### src/ist_pkg.sv
// package: widths, op and status codes, state type and chain control struct
package ist_pkg;

  localparam int CAPACITY = 64;
  localparam int DATA_W   = 32;
  localparam int OP_W     = 3;
  localparam int INDEX_W  = 6;
  localparam int STAT_W   = 2;
  localparam int CNT_W    = $clog2(CAPACITY + 1);
  localparam int IDX_W    = (CAPACITY > 1) ? $clog2(CAPACITY) : 1;
  localparam int CMP_W    = (CNT_W > INDEX_W) ? CNT_W : INDEX_W;

  localparam logic [OP_W-1:0] OP_INSERT = 3'd0;
  localparam logic [OP_W-1:0] OP_MEMBER = 3'd1;
  localparam logic [OP_W-1:0] OP_REMOVE = 3'd2;
  localparam logic [OP_W-1:0] OP_CLEAR  = 3'd3;
  localparam logic [OP_W-1:0] OP_READ   = 3'd4;

  localparam logic [STAT_W-1:0] STAT_OK    = 2'd0;
  localparam logic [STAT_W-1:0] STAT_FULL  = 2'd1;
  localparam logic [STAT_W-1:0] STAT_RANGE = 2'd2;

  typedef enum logic [1:0] {
    ST_IDLE,
    ST_SCAN,
    ST_WRITE,
    ST_DONE
  } state_t;

  typedef struct packed {
    logic              shift;
    logic              inject;
    logic [DATA_W-1:0] data;
  } chain_ctl_t;

endpackage

### src/ist_in_if.sv
// interface: command channel carrying op, value and index
interface ist_in_if;
  import ist_pkg::*;

  logic                     valid;
  logic                     ready;
  logic [OP_W-1:0]          op;
  logic signed [DATA_W-1:0] value;
  logic [INDEX_W-1:0]       index;

  modport source (output valid, op, value, index, input ready);
  modport sink   (input valid, op, value, index, output ready);
endinterface

### src/ist_out_if.sv
// interface: result channel carrying found, read value, count, empty flag and status
interface ist_out_if;
  import ist_pkg::*;

  logic                     valid;
  logic                     ready;
  logic                     found;
  logic signed [DATA_W-1:0] read_value;
  logic [CNT_W-1:0]         count;
  logic                     empty_res;
  logic [STAT_W-1:0]        status;

  modport source (output valid, found, read_value, count, empty_res, status, input ready);
  modport sink   (input valid, found, read_value, count, empty_res, status, output ready);
endinterface

### src/ist_cell.sv
// one storage cell of the ring: loads its neighbor's entry on a shift
module ist_cell (
  input  logic                      clk,
  input  logic                      shift,
  input  logic [ist_pkg::DATA_W-1:0] d,
  output logic [ist_pkg::DATA_W-1:0] q
);
  import ist_pkg::*;

  logic [DATA_W-1:0] entry_r;

  always_ff @(posedge clk) begin
    if (shift) begin
      entry_r <= d;
    end
  end

  assign q = entry_r;
endmodule

### src/ist_chain.sv
// ring of storage cells; the tail takes the head entry or an injected value
module ist_chain (
  input  logic                       clk,
  input  ist_pkg::chain_ctl_t        ctl,
  output logic [ist_pkg::DATA_W-1:0] head
);
  import ist_pkg::*;

  logic [DATA_W-1:0] link [CAPACITY];
  logic [DATA_W-1:0] tail_d;

  assign tail_d = ctl.inject ? ctl.data : link[0];
  assign head   = link[0];

  for (genvar i = 0; i < CAPACITY; i++) begin : g_cell
    if (i == CAPACITY - 1) begin : g_tail
      ist_cell u_cell (
        .clk   (clk),
        .shift (ctl.shift),
        .d     (tail_d),
        .q     (link[i])
      );
    end else begin : g_body
      ist_cell u_cell (
        .clk   (clk),
        .shift (ctl.shift),
        .d     (link[i+1]),
        .q     (link[i])
      );
    end
  end
endmodule

### src/integer_set_table_core.sv
// top level: unordered integer set held in a rotating ring of cells
//
//  channel | dir | transfer when            | payload
//  in_ch   | in  | in_ch.valid & ready      | op, value, index
//  out_ch  | out | out_ch.valid & ready     | found, read_value, count, empty_res, status
//
// insert, member, remove and in-range read rotate the ring once in the scan state;
// logical entry k sits in the head cell at step k
// a remove that finds its value takes a second full pass to write the last entry into the hole
// clear, unused codes, insert when full and out-of-range read go straight to the done state
// synchronous active-low reset clears control and the count; entries are not reset
// a finished result waits in the output register; the next command is taken while
// it waits, and the following result holds in the done state until the register frees
module integer_set_table_core (
  input  logic       clk,
  input  logic       rst_n,
  ist_in_if.sink     in_ch,
  ist_out_if.source  out_ch
);
  import ist_pkg::*;

  state_t state_r, state_nxt;

  // latched command
  logic [OP_W-1:0]    op_r;
  logic [DATA_W-1:0]  value_r;
  logic [INDEX_W-1:0] index_r;

  // store bookkeeping and scan results
  logic [CNT_W-1:0]  count_r;
  logic [IDX_W-1:0]  step_r;
  logic [IDX_W-1:0]  pos_r;
  logic [DATA_W-1:0] last_r;
  logic [DATA_W-1:0] rd_r;
  logic              found_r;
  logic [STAT_W-1:0] status_r;

  // output register
  logic              out_valid_r;
  logic              out_found_r;
  logic [DATA_W-1:0] out_rd_r;
  logic [CNT_W-1:0]  out_count_r;
  logic              out_empty_r;
  logic [STAT_W-1:0] out_status_r;

  logic [DATA_W-1:0] head;
  chain_ctl_t        ctl;

  logic in_xfer, out_free, full, idx_ok, need_pass;
  logic last_step, in_store, hit, found_nxt;

  assign in_xfer   = in_ch.valid && in_ch.ready;
  assign out_free  = !out_valid_r || out_ch.ready;
  assign full      = (count_r == CNT_W'(CAPACITY));
  assign idx_ok    = (CMP_W'(in_ch.index) < CMP_W'(count_r));
  assign last_step = (step_r == IDX_W'(CAPACITY - 1));
  assign in_store  = (CNT_W'(step_r) < count_r);
  assign hit       = in_store && (head == value_r);
  assign found_nxt = found_r || hit;

  always_comb begin
    unique case (in_ch.op)
      OP_INSERT: need_pass = !full;
      OP_MEMBER: need_pass = 1'b1;
      OP_REMOVE: need_pass = 1'b1;
      OP_READ:   need_pass = idx_ok;
      default:   need_pass = 1'b0;
    endcase
  end

  // ring chain
  ist_chain u_chain (
    .clk  (clk),
    .ctl  (ctl),
    .head (head)
  );

  // next state
  always_comb begin
    state_nxt = state_r;
    unique case (state_r)
      ST_IDLE: begin
        if (in_xfer) begin
          state_nxt = need_pass ? ST_SCAN : ST_DONE;
        end
      end
      ST_SCAN: begin
        if (last_step) begin
          state_nxt = (op_r == OP_REMOVE && found_nxt) ? ST_WRITE : ST_DONE;
        end
      end
      ST_WRITE: begin
        if (last_step) begin
          state_nxt = ST_DONE;
        end
      end
      ST_DONE: begin
        if (out_free) begin
          state_nxt = ST_IDLE;
        end
      end
      default: state_nxt = ST_IDLE;
    endcase
  end

  // state outputs: handshake and ring control
  always_comb begin
    in_ch.ready = 1'b0;
    ctl.shift   = 1'b0;
    ctl.inject  = 1'b0;
    ctl.data    = value_r;
    unique case (state_r)
      ST_IDLE: in_ch.ready = 1'b1;
      ST_SCAN: begin
        ctl.shift  = 1'b1;
        // insert drops the new value into the first free slot
        ctl.inject = (op_r == OP_INSERT) && (CNT_W'(step_r) == count_r);
      end
      ST_WRITE: begin
        ctl.shift  = 1'b1;
        // last entry fills the hole left by the removed one
        ctl.inject = (step_r == pos_r);
        ctl.data   = last_r;
      end
      ST_DONE: ;
      default: ;
    endcase
  end

  always_ff @(posedge clk) begin
    if (!rst_n) begin
      state_r <= ST_IDLE;
    end else begin
      state_r <= state_nxt;
    end
  end

  // command latch, scan tracking and count
  always_ff @(posedge clk) begin
    if (!rst_n) begin
      count_r <= '0;
      step_r  <= '0;
    end else begin
      unique case (state_r)
        ST_IDLE: begin
          if (in_xfer) begin
            op_r     <= in_ch.op;
            value_r  <= in_ch.value;
            index_r  <= in_ch.index;
            found_r  <= 1'b0;
            rd_r     <= '0;
            status_r <= STAT_OK;
            step_r   <= '0;
            if (in_ch.op == OP_CLEAR) begin
              count_r <= '0;
            end
            if (in_ch.op == OP_INSERT && full) begin
              status_r <= STAT_FULL;
            end
            if (in_ch.op == OP_READ && !idx_ok) begin
              status_r <= STAT_RANGE;
            end
          end
        end
        ST_SCAN: begin
          step_r <= last_step ? '0 : step_r + 1'b1;
          if (op_r == OP_MEMBER && hit) begin
            found_r <= 1'b1;
          end
          if (op_r == OP_REMOVE) begin
            if (hit && !found_r) begin
              found_r <= 1'b1;
              pos_r   <= step_r;
            end
            if (CNT_W'(step_r) == count_r - 1'b1) begin
              last_r <= head;
            end
          end
          if (op_r == OP_READ && CMP_W'(step_r) == CMP_W'(index_r)) begin
            rd_r <= head;
          end
          if (last_step && op_r == OP_INSERT) begin
            count_r <= count_r + 1'b1;
          end
        end
        ST_WRITE: begin
          step_r <= last_step ? '0 : step_r + 1'b1;
          if (last_step) begin
            count_r <= count_r - 1'b1;
          end
        end
        ST_DONE: ;
        default: ;
      endcase
    end
  end

  // output register
  always_ff @(posedge clk) begin
    if (!rst_n) begin
      out_valid_r <= 1'b0;
    end else begin
      if (state_r == ST_DONE && out_free) begin
        out_valid_r  <= 1'b1;
        out_found_r  <= found_r;
        out_rd_r     <= rd_r;
        out_count_r  <= count_r;
        out_empty_r  <= (count_r == '0);
        out_status_r <= status_r;
      end else if (out_ch.ready) begin
        out_valid_r <= 1'b0;
      end
    end
  end

  assign out_ch.valid      = out_valid_r;
  assign out_ch.found      = out_found_r;
  assign out_ch.read_value = out_rd_r;
  assign out_ch.count      = out_count_r;
  assign out_ch.empty_res  = out_empty_r;
  assign out_ch.status     = out_status_r;

  // count never passes the capacity
  a_count_range: assert property (@(posedge clk) disable iff (!rst_n)
    count_r <= CNT_W'(CAPACITY))
    else $error("fill count above capacity");

  // the ring is back in alignment whenever no pass runs
  a_ring_aligned: assert property (@(posedge clk) disable iff (!rst_n)
    (state_r == ST_IDLE || state_r == ST_DONE) |-> step_r == '0)
    else $error("ring left unaligned after a pass");

  // a dropped insert is only reported on a full store
  a_full_status: assert property (@(posedge clk) disable iff (!rst_n)
    out_ch.valid && out_ch.status == STAT_FULL |-> out_ch.count == CNT_W'(CAPACITY))
    else $error("full status with room left");

  // a completed remove shrinks the store by one
  a_remove_shrinks: assert property (@(posedge clk) disable iff (!rst_n)
    state_r == ST_WRITE && last_step |=> count_r == $past(count_r) - 1'b1)
    else $error("remove did not shrink the count");
endmodule
### src/flat_wrapper.sv
// flat-port wrapper written by rule: the top's interface ports become plain ports
module integer_set_table_core_flat import ist_pkg::*;
  (clk, rst_n, in_ch_valid, in_ch_op, in_ch_value, in_ch_index, in_ch_ready, out_ch_valid, out_ch_found, out_ch_read_value, out_ch_count, out_ch_empty_res, out_ch_status, out_ch_ready);
  ist_in_if in_ch_i ();
  ist_out_if out_ch_i ();
  input  logic clk;
  input  logic rst_n;
  input wire logic [$bits(in_ch_i.valid)-1:0] in_ch_valid;
  input wire logic [$bits(in_ch_i.op)-1:0] in_ch_op;
  input wire logic [$bits(in_ch_i.value)-1:0] in_ch_value;
  input wire logic [$bits(in_ch_i.index)-1:0] in_ch_index;
  output wire logic [$bits(in_ch_i.ready)-1:0] in_ch_ready;
  output wire logic [$bits(out_ch_i.valid)-1:0] out_ch_valid;
  output wire logic [$bits(out_ch_i.found)-1:0] out_ch_found;
  output wire logic [$bits(out_ch_i.read_value)-1:0] out_ch_read_value;
  output wire logic [$bits(out_ch_i.count)-1:0] out_ch_count;
  output wire logic [$bits(out_ch_i.empty_res)-1:0] out_ch_empty_res;
  output wire logic [$bits(out_ch_i.status)-1:0] out_ch_status;
  input wire logic [$bits(out_ch_i.ready)-1:0] out_ch_ready;
  assign in_ch_i.valid = in_ch_valid;
  assign in_ch_i.op = in_ch_op;
  assign in_ch_i.value = in_ch_value;
  assign in_ch_i.index = in_ch_index;
  assign in_ch_ready = in_ch_i.ready;
  assign out_ch_valid = out_ch_i.valid;
  assign out_ch_found = out_ch_i.found;
  assign out_ch_read_value = out_ch_i.read_value;
  assign out_ch_count = out_ch_i.count;
  assign out_ch_empty_res = out_ch_i.empty_res;
  assign out_ch_status = out_ch_i.status;
  assign out_ch_i.ready = out_ch_ready;
  integer_set_table_core u_core (.clk(clk), .rst_n(rst_n), .in_ch(in_ch_i), .out_ch(out_ch_i));
endmodule
### config.mk
export PLATFORM = sky130hd
export DESIGN_NAME = integer_set_table_core_flat
export DESIGN_NICKNAME = d
export VERILOG_FILES = /design/src/ist_pkg.sv /design/src/ist_in_if.sv /design/src/ist_out_if.sv /design/src/ist_cell.sv /design/src/ist_chain.sv /design/src/integer_set_table_core.sv /design/src/flat_wrapper.sv
export SDC_FILE = /design/constraint.sdc
export NUM_CORES = 1
export LEC_CHECK = 0
export BUFFER_PORTS_ARGS = -buffer_cell sky130_fd_sc_hd__buf_2
export CAP_MARGIN = 0
export CELL_PAD_IN_SITES_DETAIL_PLACEMENT = 1
export CELL_PAD_IN_SITES_GLOBAL_PLACEMENT = 1
export CORE_MARGIN = 2
export CORE_UTILIZATION = 47
export DETAILED_ROUTE_END_ITERATION = 6
export PLACE_DENSITY_LB_ADDON = 0.15
export SETUP_SLACK_MARGIN = 0.2
export SKIP_CTS_REPAIR_TIMING = 1
export SLEW_MARGIN = 20
export SYNTH_ARGS = -nofsm -noshare
export SYNTH_HDL_FRONTEND = slang
export SYNTH_SLANG_ARGS = --single-unit
export TNS_END_PERCENT = 1
### constraint.sdc
create_clock -name clk -period 107.3 [get_ports clk]
set_input_delay 5.365 -clock clk [delete_from_list [all_inputs] [get_ports clk]]
set_output_delay 5.365 -clock clk [all_outputs]
set_load 0.05 [all_outputs]
==> Yosys cells after proc, flatten, opt, wreduce, memory -nomap -nowiden <==
Index checks and enable logic that the tools add are counted.
{ "word_totals": {"regBits": 2221, "inputBits": 45, "out_inout_bits": 45, "word_cells": 177} }
{ "op_classes": {"add_sub_neg": 3, "n_lt_le_gt_ge": 2, "n_eq_ne": 24, "n_mux": 31, "reduce_logical": 36} }
{ "ops": {"columns": ["op", "count"], "rows": [
  ["2-to-1 mux 32 bit", 4],
  ["case mux 32 bit (2 select lines)", 1],
  ["== test 32 bit", 1],
  ["2-to-1 mux 7 bit", 4],
  ["case mux 7 bit (3 select lines)", 1],
  ["AND reduction 4 bit", 4],
  ["== test 6 x 7 -> 1 bit", 2],
  ["less-than comparator 6 x 7 -> 1 bit", 2],
  ["inequality test 2 x 1 -> 1 bit (second input constant)", 7],
  ["== test 6 bit", 2],
  ["2-to-1 mux 6 bit", 2],
  ["case mux 6 bit (2 select lines)", 1],
  ["logical AND 1 bit", 11],
  ["2-to-1 mux 2 bit", 5],
  ["== test 3 x 2 -> 1 bit (second input constant)", 3],
  ["2-to-1 mux 1 bit", 9],
  ["case mux 2 bit (4 select lines)", 1],
  ["adder 7 x 1 -> 7 bit (second input constant)", 1],
  ["== test 7 bit (second input constant)", 1],
  ["zero test 7 bit", 1],
  ["subtractor 7 x 1 -> 7 bit (second input constant)", 1],
  ["adder 6 x 1 -> 6 bit (second input constant)", 1],
  ["== test 3 x 1 -> 1 bit (second input constant)", 2],
  ["== test 3 bit (second input constant)", 2],
  ["other kinds (16)", 27]
]} }

==> Logic depth before layout (Yosys ltp) <==
{ "depth": {"word_depth": 7, "ltp_mapped": 9, "depth_no_buf": 7} }

==> By module <==
From an unflattened synthesis, not the netlist that was laid out.
{ "hier_totals": {"hier_cells": 2593, "hier_area_um2": 69524.2} }
{ "by_module_without_submodules": {"columns": ["module", "n_inst", "cells_each", "area_per_inst_um2", "seq_area_each_um2"], "rows": [
  ["ist_cell", 64, 32, 960.9, 960.9],
  ["integer_set_table_core", 1, 509, 7480.9, 5034.8],
  ["ist_chain", 1, 36, 544.3, 0.0]
]} }

==> Worst setup path before layout <==
OpenSTA, ideal clock, no wires.
{ "synth_path": {"path_kind": "register to register", "from": "register u_core.state_r[0]", "to": "register u_core.count_r[2]", "t_arrival_ps": 48278, "setup_slack_ps": 58926, "stages_incl_launch_ff": 6, "path_buffers": 1, "path_cell_list": "dfxtp_1 inv_1 ha_1 clkbuf_8 nand2_1 o41ai_2"} }
{ "synth_via": {"elab_chain_cells": 5, "word_cells_on_any_way": 12, "cone_classes": "eq/ne: 6; mux: 2; reduce/logical: 4"} }
{ "synth_lines": {"columns": ["item", "line", "text"], "rows": [
  ["start: declaration", "integer_set_table_core.sv:22", "state_t state_r, state_nxt;"],
  ["start signal: assignment", "integer_set_table_core.sv:134", "state_r <= state_nxt;"],
  ["zero test 2 bit", "integer_set_table_core.sv:112, integer_set_table_core.sv:144", null],
  ["2-to-1 mux 1 bit", "integer_set_table_core.sv:112", "unique case (state_r)"],
  ["logical AND 1 bit", "integer_set_table_core.sv:52", "assign in_xfer = in_ch.valid && in_ch.ready;"],
  ["inequality test 2 x 1 -> 1 bit (no line)", null, null],
  ["AND reduction 5 bit (no line)", null, null],
  ["end signal: assignment", "integer_set_table_core.sv:183", "count_r <= count_r + 1'b1;"],
  ["end signal: assignment", "integer_set_table_core.sv:189", "count_r <= count_r - 1'b1;"],
  ["end: declaration", "integer_set_table_core.sv:30", "logic [CNT_W-1:0] count_r;"]
]} }
Several ways; a longest one is shown, not always the timed one.
A chain may end at the register's enable or synchronous reset.

==> Final worst setup path <==
{ "layout_path": {"from": "register u_core.state_r[0]", "to": "output in_ch_ready"} }
{ "layout_via": {"elab_chain_cells": 2} }
{ "layout_lines": {"columns": ["item", "line", "text"], "rows": [
  ["zero test 2 bit", "integer_set_table_core.sv:112", null],
  ["2-to-1 mux 1 bit", "integer_set_table_core.sv:112", null],
  ["end: declaration", "flat_wrapper.sv:12", "output wire logic [$bits(in_ch_i.ready)-1:0] in_ch_ready;"]
]} }
No other way between the ends.

==> impl_metrics.csv <==
group,metric,value,unit
grt,grt_pass1_vias,25600,
setup_path,cp.arrival,1.84,ns
setup_path,cp-end-kind,"output port",
drt,vias,25200,
clock_tree,clk_latency,0.82,ns
timing,grt_setup_unrepaired,"false",
setup_path,worst-path-max-fanout,10,
grt,grt_pass1_wl,165,mm
timing,final.setup.worst_slack,100.10,ns
finish,postLayoutCellArea,79500,um2
timing,finalCritPeriodShare,0.0671,
timing,period_minus_slack,7.20,ns
grt,grt_overflow,0,
yosys,synthXorXnorAreaFrac,0.00717,
timing,setup_violations,0,
drt,drc,0,
clock_tree,clk_path_buf_depth,3,
drt,drt-total-wl,104,mm
floorplanning,coreArea,147000,um2
timing,hold_viol,0,
timing,max_freq,139,MHz
placed_design,gp_congestion,0.774,
placed_design,hpwl,53.7,mm
floorplanning,die_w,389,um
floorplanning,design.die.area,151000,um2
clock_tree,cts.clk_slew.worst_paths,0.06,ns
yosys,synthTopCellsByArea,"edfxtp_1 95%, mux2_2 1.0%, xnor2_1 0.64%, dfxtp_1 0.46%, ha_1 0.34%",
clock_tree,cts_num_sinks,2221,
grt,grt_max_degree,198,
setup_path,critPathKind,"reg2out",
finish,area_delta_synth_final,14.1,%
setup_path,critPathLaunchType,"register",
power,ir_drop,0.0444,mV
yosys,synth_seq_cells,2221,
finish,drive_gt1_frac,0.162,
finish,fill_cells,12300,
yosys,netlist.area_leader.share,0.951,
timing,worst_hold_slack,0.401,ns
timing,fin_skew,0.0414,ns
placed_design,place_ws,99.74,ns
yosys,synthFlopType,"edfxtp_1",
clock_tree,htreeDepth,4,
yosys,yosys.area.top_type,"edfxtp_1",
finish,num-nets-final,2982,
clock_tree,cts_tree,"done",
yosys,synth-compound-area-share,0.00660,
timing,slew_headroom,0.284,
drt,ant_nets,0,
floorplanning,initial_core_util,0.472,
grt,antenna_found_initial,11,
hold_path,min-delay-path-class,"reg2reg",
finish,multi_input_area,2840,um2
grt,grt_usage,0.144,
setup_path,crit_required,101.93,ns
power,powerDensity,36.5,nW/um2
floorplanning,std_cell_rows,141,
drt,drt_iter0_markers,2383,
placed_design,dpl_cell_area,72500,um2
placed_design,portBuffers,89,
yosys,synth-async-reset-ratio,0,
yosys,synth_cells,2616,
yosys,synth_most_common_cell,"edfxtp_1",
yosys,synth_cell_types,58,
floorplanning,io_pins,90,
timing,finalSetupTns,0,ns
yosys,synth-simple-area-share,0.0124,
finish,final-seq-area,66500,um2
clock_tree,cts_buffers,212,
drt,first_pass_iters,5,
timing,tightestPinTransition,1.07,ns
yosys,yosys-top-cells-count,"2205 x edfxtp_1, 64 x mux2_2, 51 x xnor2_1, 33 x and2_1, 23 x nand4_1",
yosys,avgSynthCellArea,26.6,um2
yosys,synth_top_family_by_area,"simple AND/OR/NAND/NOR gates",
yosys,synthAdderAreaFrac,0.00341,
yosys,synth_edf_count,2205,
clock_tree,root_buffer,"clkbuf_16",
floorplanning,die_h,389,um
yosys,synth_warnings,0,
drt,via_per_inst,5.02,
yosys,muxShareOfSynthArea,0.0106,
yosys,syn_area,69600,um2
status,status,"finished clean",
drt,wire_per_inst,20.7,um
timing,drv_slew,0,
yosys,synth_seq_area_share,0.956,
setup_path,r2r_cells,7,
hold_path,min_path_cells,0,
power,p_leak,25.9,nW
yosys,synth.net_count,2680,
job,maxCapViolCount,0,
==> worst max-delay path: stages, from the launching register on <==
cell and delay, ns:
dfxtp_1 0.36, inv_1 0.16, ha_4 0.24, buf_2 0.29
==> routing by layer <==
layer  wire length, um  up-vias  global-route usage
met1             52700    13300               0.240
met5                 0        -                   0
met2             43900      625               0.188
met3              5380      213              0.0297
met4              2550        0              0.0484
li1                  -    11200                   -
==> area by class of cell <==
class,count,share of cell area
antenna,1,0.0000315
clock buffer,264,0.0696
clock inverter,135,0.0173
inverter,16,0.000756
multi-input combinational,351,0.0357
sequential,2221,0.837
tap,1930,0.0304
timing repair buffer,116,0.00887
==> worst paths after layout <==
check	startpoint	endpoint	slack [ns]
worst min register to register	u_core.u_chain.g_cell[8].g_body.u_cell.q[18]	u_core.u_chain.g_cell[7].g_body.u_cell.q[18]	0.40
worst max-delay path	u_core.state_r[0]	in_ch_ready	100.10
worst min-delay path	u_core.u_chain.g_cell[8].g_body.u_cell.q[18]	u_core.u_chain.g_cell[7].g_body.u_cell.q[18]	0.40
worst max register to register	u_core.state_r[0]	u_core.u_chain.g_cell[25].g_body.u_cell.q[9]	101.06
==> state kept, by name, indices dropped and copies added, names as in the netlist, 2 cells and up <==
signal and count:
u_core.state_r 2, u_core.status_r 2, u_core.u_chain.g_cell.g_body.u_cell.q 2016, u_core.pos_r 6, u_core.rd_r 32, u_core.out_ch.read_value 32, u_core.count_r 7, u_core.last_r 32
u_core.value_r 32, u_core.op_r 3, u_core.out_ch.count 7, u_core.index_r 6, u_core.out_ch.status 2, u_core.u_chain.g_cell.g_tail.u_cell.q 32, u_core.step_r 6
==> metrics by stage <==
stage                util  power (mW)  cells
floorplan               -        3.25   2616
global placement    0.492        2.16   4633
detailed placement  0.492        2.19   4633
CTS                 0.538        2.95   5032
global route        0.539        3.06   5033
finish              0.539        2.90   5034
==> placed cells by master (no fill, tap or decap), types with 5 or more instances in the layout <==
master,Yosys,final
clkinv_2,0,43
o21ai_0,10,10
clkbuf_16,0,213
nand3_1,18,18
a21o_1,5,5
nand4_1,23,23
a21oi_1,6,6
inv_1,16,16
buf_2,4,89
ha_1,19,16
buf_4,1,19
nor2b_1,5,5
nor2_1,11,10
o22ai_1,5,5
nor3_1,10,10
nor4_1,6,5
o21a_1,6,5
clkinv_1,0,49
edfxtp_1,2205,2205
mux2_2,64,64
and2_1,33,33
clkinvlp_4,0,6
xnor2_1,51,51
nand2_1,22,22
xor2_1,6,6
dfxtp_1,16,16
clkbuf_1,10,50
buf_6,6,5
bufinv_16,0,23
==> power by group <==
part           leakage, nW  internal (mW)  switching (mW)
Combinational         1.45         0.0414           0.293
Clock                 3.37          0.422           0.309
Sequential            21.1           1.69           0.148
==> cell families (layout without fill, tap and decap cells) <==
kind of cell,count (synthesis),after routing
xor gates and xnor gates,57,57
AOI/OAI and AO/OA,60,60
muxes,66,66
buffers and inverters,44,531
DFF,2221,2221
adders and majority gates,19,19
other,0,1
and+or+nand+nor,149,149
No activity file was read; power rests on OpenSTA's default activity.
